===== config.mk =====
export PLATFORM = sky130hd
export DESIGN_NAME = mis_cell
export DESIGN_NICKNAME = d
export VERILOG_FILES = /design/src/rtl/mis_pkg.sv /design/src/rtl/mis_cell.sv
export SDC_FILE = /design/constraint.sdc
export NUM_CORES = 1
export LEC_CHECK = 0
export BUFFER_PORTS_ARGS = -buffer_cell sky130_fd_sc_hd__buf_2
export CELL_PAD_IN_SITES_DETAIL_PLACEMENT = 1
export CELL_PAD_IN_SITES_GLOBAL_PLACEMENT = 1
export CORE_AREA = 2 2 88 90
export DETAILED_ROUTE_END_ITERATION = 6
export DIE_AREA = 0 0 90 92
export GPL_ROUTABILITY_DRIVEN = 1
export PLACE_DENSITY_LB_ADDON = 0.05
export SKIP_CTS_REPAIR_TIMING = 1
export SLEW_MARGIN = 20
export SYNTH_ARGS = -nofsm -noshare
export SYNTH_HDL_FRONTEND = slang
export SYNTH_SLANG_ARGS = --single-unit

===== constraint.sdc =====
create_clock -name clk -period 4.6 [get_ports clk]
set_clock_uncertainty 0.2 [all_clocks]
set_input_delay 0.23 -clock clk [delete_from_list [all_inputs] [get_ports clk]]
set_output_delay 0.23 -clock clk [all_outputs]
set_load 0.05 [all_outputs]

===== src/rtl/mis_pkg.sv =====
// Package for the merge insertion sorter: transfer payload structs,
// the control word broadcast along the cell chain, and fixed field widths.
// No dependencies.
`default_nettype none

package mis_pkg;

  localparam int unsigned DATA_BITS = 32;

  typedef struct packed {
    logic [DATA_BITS-1:0] value;
    logic                 is_final;
  } in_item_t;

  typedef struct packed {
    logic [DATA_BITS-1:0] sorted_value;
    logic                 end_of_list;
    logic                 overflowed;
  } out_item_t;

  typedef struct packed {
    logic ins;
    logic shift;
  } cell_ctl_t;

endpackage

`default_nettype wire


===== src/rtl/mis_cell.sv =====
// One cell of the sorting chain: holds a single value and its occupancy.
// Depends on mis_pkg for the chain control word.
`default_nettype none

module mis_cell
  import mis_pkg::*;
#(
  parameter int unsigned VALUE_BITS = 32
) (
  input  wire logic                  clk,
  input  wire logic                  rst_n,
  input  wire cell_ctl_t             ctl,
  input  wire logic [VALUE_BITS-1:0] in_value,
  input  wire logic                  left_gt,
  input  wire logic                  left_occ,
  input  wire logic [VALUE_BITS-1:0] left_value,
  input  wire logic                  right_occ,
  input  wire logic [VALUE_BITS-1:0] right_value,
  output logic                       gt,
  output logic                       occ,
  output logic [VALUE_BITS-1:0]      value
);

  logic                  occ_r;
  logic                  occ_nxt;
  logic [VALUE_BITS-1:0] value_r;
  logic [VALUE_BITS-1:0] value_nxt;

  // an empty cell counts as holding a value above everything
  assign gt    = !occ_r || (value_r > in_value);
  assign occ   = occ_r;
  assign value = value_r;

  always_comb begin
    occ_nxt   = occ_r;
    value_nxt = value_r;
    if (ctl.ins) begin
      if (gt) begin
        value_nxt = left_gt ? left_value : in_value;
        occ_nxt   = occ_r | left_occ;
      end
    end else if (ctl.shift) begin
      value_nxt = right_value;
      occ_nxt   = right_occ;
    end
  end

  always_ff @(posedge clk) begin
    if (!rst_n) begin
      occ_r <= 1'b0;
    end else begin
      occ_r <= occ_nxt;
    end
  end

  always_ff @(posedge clk) begin
    value_r <= value_nxt;
  end

endmodule

`default_nettype wire


Word level (Yosys, flattened, before mapping)
Index checks and enable logic that the tools add are counted.
{ "totals": {"regBits": 33, "in_bits": 103, "out_inout_bits": 34, "elab_cells": 16} }
{ "op_classes": {"n_lt_le_gt_ge": 1, "eq_ne": 1, "mux": 7, "bitwise": 1, "n_reduce_logical": 4} }
{ "op_table": {"columns": ["op", "count"], "rows": [
  ["$mux W32", 4],
  ["$gt A32 B32 Y1", 1],
  ["$mux W1", 3],
  ["$ne A2 B1 Y1 const B", 1],
  ["$reduce_and A2 Y1", 1],
  ["$reduce_bool A2 Y1", 1],
  ["$logic_not A1 Y1", 1],
  ["$logic_or A1 B1 Y1", 1],
  ["$or A1 B1 Y1", 1]
]} }

Longest topological paths before layout
Gate-level depths: netlist (run 1).
{ "depth": {"ltp_word": 4, "ltp_mapped": 7, "depth_no_buf": 7} }

Worst setup path after synthesis (run 1)
Ideal clock, no wire load.
{ "synth_path": {"kind": "register to register", "start": "register value_r[31] (netlist: value[31])", "end": "register value_r[0] (netlist: value[0]), enable pin", "setup_time_ns": 0.392, "t_arrival_ns": 2.798, "t_required_ns": 4.008, "path_slack_ns": 1.211, "stages_incl_launch_ff": 7, "n_path_buf": 0, "synth_period_minus_slack_ns": 3.389, "cell_sequence": "edfxtp_1 -> ha_1 -> nand4_1 -> or4_1 -> o21ai_1 -> and2_1 -> a221o_1"} }
{ "synth_between": {"elab_chain_len": 4} }
{ "synth_rtl": {"columns": ["item", "line", "source"], "rows": [
  ["start: declaration", "mis_cell.sv:26", "logic [VALUE_BITS-1:0] value_r;"],
  ["start signal: assignment", "mis_cell.sv:57", "value_r <= value_nxt;"],
  ["$gt A32 B32 Y1", "mis_cell.sv:30", "assign gt = !occ_r || (value_r > in_value);"],
  ["$logic_or A1 B1 Y1", "mis_cell.sv:30", null],
  ["$ne A2 B1 Y1 (no source line)", null, null],
  ["$reduce_and A2 Y1 (no source line)", null, null]
]} }
Every way passes these cells.
A chain may end at the register's enable or synchronous reset.

Final worst setup path (run 1)
{ "layout_path": {"start": "register value_r[31] (netlist: value[31])", "end": "register value_r[10] (netlist: value[10]), enable pin"} }
Same word-level chain as after synthesis.

==> results of run 1 <==
[routing by layer]
metal	part of all wire, %	up-vias	track usage [%]
met5	0	-	0
met1	40	1091	19.0
met4	0.65	0	3.72
met3	7.1	4	5.18
li1	-	1215	-
met2	52	79	31.8
[how the worst min path moves through the flow]
| stage | start | slack (ps) | to |
|---|---|---|---|
| 2_1_floorplan | rst_n | 170 | occ |
| 3_3_place_gp | rst_n | 280 | occ |
| 3_5_place_dp | rst_n | 300 | occ |
| 4_1_cts | rst_n | -5 | occ |
| 5_1_grt | rst_n | 5 | occ |
| 6_report | rst_n | 7 | occ |
[Yosys cell counts, types with 2 or more instances]
cell	number
nor2_1	33
nand2_1	6
edfxtp_1	32
nand4_1	8
o21ai_0	5
inv_1	33
nor4_1	2
a21oi_1	45
a21o_1	2
nand2b_1	2
mux2i_1	32
clkbuf_1	7
nand3_1	3
buf_2	3
ha_1	32
or4_1	2
nor2b_1	2
[stage by stage]
stage                     power [mW]  hold WS (ps)  std cells
after floorplan                0.688           168        263
after global placement         0.810           277        491
after detailed placement       0.819           295        491
after CTS                       1.03         -5.11        499
after global routing            1.08          5.23        499
final                           1.01          7.02        499
[where the power goes]
part | leakage, nW | switching (mW) | internal (mW)
logic | 1.34 | 0.274 | 0.130
registers | 0.321 | 0.0205 | 0.383
clock network | 0.0395 | 0.100 | 0.107
total | 1.70 | 0.394 | 0.620
[critical path, cell delays in order (launching register included)]
cell,delay (ps)
edfxtp_1,380
ha_1,320
nand4_1,210
or4_1,570
o21ai_1,170
and2_1,140
a221o_2,680
[sequential cells by signal, summed over array words and instances, names as in the netlist]
signal,count
occ,1
value,32
[cells in the final DEF (no fill, tap or decap), drive strengths merged, types with 2 or more instances in the layout]
cell type | Yosys | routed
a21oi | 45 | 45
nand2b | 2 | 2
edfxtp | 32 | 32
or4 | 2 | 2
o21ai | 6 | 6
ha | 32 | 32
clkbuf | 7 | 8
buf | 4 | 137
nand3 | 3 | 3
nand2 | 6 | 6
inv | 33 | 33
nor2 | 33 | 33
nand4 | 8 | 8
nor4 | 2 | 2
a21o | 3 | 3
nor2b | 2 | 2
mux2i | 32 | 32
[logic make-up (layout without fill, tap and decap cells)]
kind of cell / Yosys count / count (layout) / share of synthesized area [%]
buffers and inverters: 44 / 178 / 6.78
and+or+nand+nor: 60 / 60 / 11.1
AOI/OAI and AO/OA: 62 / 62 / 13.8
adders and majority gates: 32 / 32 / 16.1
DFF: 33 / 33 / 39.4
muxes: 32 / 32 / 12.9
[final cells by class]
class	instances	area share, %
Multi-Input combinational cell	186	40.1
Sequential cell	33	29.4
Timing Repair Buffer	137	20.6
Tap cell	102	3.82
Inverter	33	3.71
Clock buffer	8	2.40
==> flow_metrics.env, run 1 <==
export IMPL_port_buffers=136
export IMPL_synth_seq_cells=33
export IMPL_grt_start_max_net_pins=70
export IMPL_synthCells=263
export IMPL_drv_cap=0
export IMPL_setup_tns_ps=0
export IMPL_clock_latency_ps=280
export IMPL_grt_pass1_vias=2418
export IMPL_fin_crit_sh_pct=66.3
export IMPL_synth_warnings=0
export IMPL_dp_hpwl_um=5580
export IMPL_post_drt_wl_per_cell_um=14.0
export IMPL_diodes=0
export IMPL_start_util_pct=33.4
export IMPL_crit_end="value[10]"
export IMPL_syn_num_nets=398
export IMPL_design_area_um2=3340
export IMPL_finalHoldViolCount=0
export IMPL_r2r_start="value[31]"
export IMPL_die_height_um=92
export IMPL_place_gp_congestion=0.762
export IMPL_worstSetupPathType="reg2reg"
export IMPL_via_per_inst=4.79
export IMPL_nets=531
export IMPL_fillCellCount=954
export IMPL_io_pins=137
export IMPL_crit_start="value[31]"
export IMPL_clock_path_buffers=2
export IMPL_die_area_um2=8280
export IMPL_r2r_end="value[10]"
export IMPL_antenna_found_initial=0
export IMPL_relSlewSlack_pct=34.0
export IMPL_finalCoreUtilization_pct=44.9
export IMPL_num_vias=2389
export IMPL_regArea_um2=981
export IMPL_die_w_um=90
export IMPL_layout_setup_ws_ps=1550
export IMPL_power_leakage_nw=1.70
export IMPL_cts_tree="built"
export IMPL_crit_fanout=32
export IMPL_dr_first_iter_drc_count=30
export IMPL_postPlaceCellArea_um2=3260
export IMPL_clk_pin_slew_worst_paths_ps=60
export IMPL_tightest_slew_ps=990
export IMPL_cts_sinks=33
export IMPL_yosysUniqueCellTypes=31
export IMPL_fmax_mhz=328
export IMPL_cp_required_ps=4310
export IMPL_h_tree_depth=2
export IMPL_period_needed_ps=3050
export IMPL_power_density_nw_per_um2=303
export IMPL_startpoint_type="flop"
export IMPL_endpoint_kind="flop"
export IMPL_final_layout_size_suffix_gt1_share_pct=36.3
export IMPL_ir_drop_mv=0.125
export IMPL_place_ws_ps=1500
export IMPL_synth_edf_count=32
export IMPL_hp_class="in2reg"
export IMPL_avgSynthCellArea_um2=9.47
export IMPL_grt_use_total_pct=17.0
export IMPL_ys_flop_type="edfxtp_1"
export IMPL_r2r_setup_slack_ps=1550
export IMPL_grt_setup_unrepaired="false"
export IMPL_core_um2=7450
export IMPL_multiInputGateArea_um2=1340
export IMPL_critPathArrivalTime_ps=2760
export IMPL_synth_top_cell_area_share_pct=38.6
export IMPL_area_delta_synth_final_pct=34.2
export IMPL_drc_errors=0
export IMPL_min_path_cells=3
export IMPL_synthTopCellsByArea="edfxtp_1, ha_1, mux2i_1"
export IMPL_dr_pass1_iters=4
export IMPL_num_rows=32
export IMPL_syn_area_um2=2490
export IMPL_root_buffer="clkbuf_8"
export IMPL_grt_remaining_overflow=0
export IMPL_ys_seq_area_share_pct=39.4
export IMPL_status="finished, final reports clean"
export IMPL_slew_violations=0
export IMPL_grt_first_pass_wirelength_um=11300
export IMPL_yosysTopAreaCell="edfxtp_1"
export IMPL_postRouteAntennaNets=0
export IMPL_cts_buffers_inserted=5
export IMPL_async_reset_ff_share_pct=0
export IMPL_reg2reg_depth=6
export IMPL_wl_um=6980
export IMPL_setup_viol=0
No activity file was read; power rests on OpenSTA's default activity.
==> run 2, diff against run 1 <==
--- a/config.mk
+++ b/config.mk
@@ -5,12 +5,13 @@
 export SDC_FILE = /design/constraint.sdc
 export NUM_CORES = 1
 export LEC_CHECK = 0
+export ABC_AREA = 1
 export BUFFER_PORTS_ARGS = -buffer_cell sky130_fd_sc_hd__buf_2
 export CELL_PAD_IN_SITES_DETAIL_PLACEMENT = 1
 export CELL_PAD_IN_SITES_GLOBAL_PLACEMENT = 1
-export CORE_AREA = 2 2 88 90
+export CORE_AREA = 2 2 94 96
 export DETAILED_ROUTE_END_ITERATION = 6
-export DIE_AREA = 0 0 90 92
+export DIE_AREA = 0 0 96 98
 export GPL_ROUTABILITY_DRIVEN = 1
 export PLACE_DENSITY_LB_ADDON = 0.05
 export SKIP_CTS_REPAIR_TIMING = 1
==> constraint.sdc (replaced) <==
create_clock -name clk -period 3.15 [get_ports clk]
set_clock_uncertainty 0.2 [all_clocks]
set_input_delay 0.1575 -clock clk [delete_from_list [all_inputs] [get_ports clk]]
set_output_delay 0.1575 -clock clk [all_outputs]
set_load 0.05 [all_outputs]
==> run 2 against run 1 <==
Effect of this change: the run now ends with negative hold slack left; final area grew 8.9%; worst hold slack lost 40 ps; setup slack lost 880 ps; combinational power is 42% higher; clock power up 100%; largest cell class unchanged; highest routed layer unchanged.
==> flow_metrics.env, run 2 <==
export IMPL_cp_cell_sequence="ha_1 -> nand2_1 -> inv_1 -> nand2_1 -> nand2_1 -> nand2_1 -> nand3_1 -> a21oi_1 -> nand2_1 -> nand2_1 -> nand3_2 -> and2_2 -> buf_12"
export IMPL_cts_buffers_inserted=5
export IMPL_largest_register_ffs=32
export IMPL_whs_ps=-33.3
export IMPL_core_um2=8470
export IMPL_yosysMostFrequentCell="nand2_1"
export IMPL_crit_path_frequent_cell="nand2_1"
export IMPL_synth_adder_area_share_pct=15.7
export IMPL_relSlewSlack_pct=34.0
export IMPL_syn_num_nets=464
export IMPL_setup_viol=0
export IMPL_postRouteAntennaNets=0
export IMPL_dp_hpwl_um=6000
export IMPL_worstSetupPathType="reg2reg"
export IMPL_async_reset_ff_share_pct=0
export IMPL_violations="negative hold slack"
export IMPL_synthXorXnorAreaFrac_pct=0
export IMPL_synthMuxAreaShare_pct=0
export IMPL_grt_start_max_net_pins=37
export IMPL_hp_class="in2reg"
export IMPL_cts_sinks=33
export IMPL_critPathArrivalTime_ps=2310
export IMPL_antenna_found_initial=0
export IMPL_synthTopCellsByArea="edfxtp_1, ha_1, o21ai_0"
export IMPL_cts_tree="built"
export IMPL_synth_top_cell_area_share_pct=37.7
export IMPL_synth_edf_count=32
export IMPL_drc_errors=0
export IMPL_synthSimpleGateAreaFrac_pct=20.7
export IMPL_synth_top_family_by_area="simple AND/OR/NAND/NOR gates"
export IMPL_status="complete, but fails checks"
export IMPL_worst_path_largest_cell_delay_ps=410
export IMPL_final_common_cell="buf_2"
export IMPL_fin_crit_sh_pct=78.6
export IMPL_grt_first_pass_wirelength_um=13000
export IMPL_clock_path_buffers=2
export IMPL_fmax_mhz=404
export IMPL_power_leakage_nw=1.88
export IMPL_ys_seq_area_share_pct=38.5
export IMPL_root_buffer="clkbuf_8"
export IMPL_fillCellCount=1106
export IMPL_num_vias=2729
export IMPL_clk_pin_slew_worst_paths_ps=70
export IMPL_start_util_pct=30.1
export IMPL_yosysTopAreaCell="edfxtp_1"
export IMPL_synth_common_cells="nand2_1, o21ai_0, inv_1"
export IMPL_setup_tns_ps=0
export IMPL_synthCells=329
export IMPL_grt_setup_unrepaired="false"
export IMPL_port_buffers=136
export IMPL_synth_warnings=0
export IMPL_period_needed_ps=2480
export IMPL_finalHoldViolCount=12
export IMPL_tightest_slew_ps=984
export IMPL_die_area_um2=9410
export IMPL_avgSynthCellArea_um2=7.75
export IMPL_cp_num_buf_inv=2
export IMPL_grt_remaining_overflow=0
export IMPL_multiInputGateArea_um2=1350
export IMPL_power_density_nw_per_um2=430
export IMPL_dr_pass1_iters=4
export IMPL_crit_slowest_cell="edfxtp_1"
export IMPL_ir_drop_mv=0.187
export IMPL_h_tree_depth=2
export IMPL_num_rows=34
export IMPL_diodes=0
export IMPL_grt_pass1_vias=2817
export IMPL_wl_um=7940
export IMPL_dr_first_iter_drc_count=57
export IMPL_endpoint_kind="flop"
export IMPL_final_layout_size_suffix_gt1_share_pct=32.5
export IMPL_slew_violations=0
export IMPL_crit_fanout=24
export IMPL_layout_common_cells="buf_2, nand2_1, o21ai_0, inv_1, nor2_1"
export IMPL_die_w_um=96
export IMPL_via_per_inst=4.64
export IMPL_io_pins=137
export IMPL_die_height_um=98
export IMPL_cp_required_ps=2980
export IMPL_yosysUniqueCellTypes=23
export IMPL_post_drt_wl_per_cell_um=13.5
export IMPL_clock_latency_ps=280
export IMPL_syn_area_um2=2550
export IMPL_place_gp_congestion=0.711
export IMPL_nets=614
export IMPL_area_delta_synth_final_pct=42.8
export IMPL_regArea_um2=981
export IMPL_drv_cap=0
export IMPL_critPathTopFamily="simple AND/OR/NAND/NOR gates"
export IMPL_synth_seq_cells=33
export IMPL_grt_use_total_pct=17.4
export IMPL_startpoint_type="flop"
export IMPL_synth_compound_area_share_pct=16.6
export IMPL_ys_flop_type="edfxtp_1"
run 2: cell types whose count changed after synthesis, moves of 3 or more:
cell	change
a21oi_1	-32
mux2i_1	-32
nand4_1	-6
inv_1	+11
nor2_1	+7
o21ai_0	+60
nand2_2	+3
clkbuf_1	+5
nand2_1	+63
run 2: layout make-up:
class                           instances  area share, %
Multi-Input combinational cell        239           37.2
Sequential cell                        33           27.0
Timing Repair Buffer                  156           24.4
Inverter                               44           4.54
Tap cell                              108           3.71
Clock buffer                            7           2.37
Clock inverter                          1          0.825
run 2: per-stage QoR:
step,setup WS [ps],cell area (um^2),util (%),std cells,power [mW]
2_1_floorplan,159,2550,-,329,0.959
5_1_grt,413,3640,43.0,588,1.68
4_1_cts,609,3460,40.9,570,1.58
6_report,673,3640,43.0,588,1.57
3_5_place_dp,636,3340,39.5,562,1.15
3_3_place_gp,654,3340,39.5,562,1.14
run 2: tightest hold or removal path: stages:
cell and delay, ps:
buf_2 80, nand2_1 40, o21ai_0 60
run 2: path summary, 6_finish.rpt:
check / endpoint / start / depth (start not counted) / slack [ps]
max reg2reg: value[9] / value[19] / 13 / 670
max: value[9] / value[19] / 13 / 670
min reg2reg: occ / occ / 4 / 450
min: value[17] / right_value[17] / 3 / -30
run 2: cell families after synthesis:
| logic type | Yosys count |
|---|---|
| fa+ha+maj | 32 |
| buf+inv | 57 |
| compound gates | 83 |
| simple gates | 124 |
| flops | 33 |
run 2: layer usage:
| metal | vias up | global-route usage (%) | routed length [um] |
|---|---|---|---|
| li1 | 1391 | - | - |
| met1 | 1255 | 22.2 | 3480 |
| met2 | 76 | 29.4 | 3880 |
| met3 | 7 | 4.63 | 509 |
| met4 | 0 | 3.30 | 68 |
| met5 | - | 0 | 0 |
run 2: report_power, final:
part / total (mW) / switching [mW] / leakage, nW / internal, mW
Clock: 0.421 / 0.163 / 0.0585 / 0.258
Sequential: 0.573 / 0.0276 / 0.334 / 0.545
Combinational: 0.572 / 0.384 / 1.49 / 0.189
Total: 1.57 / 0.574 / 1.88 / 0.992
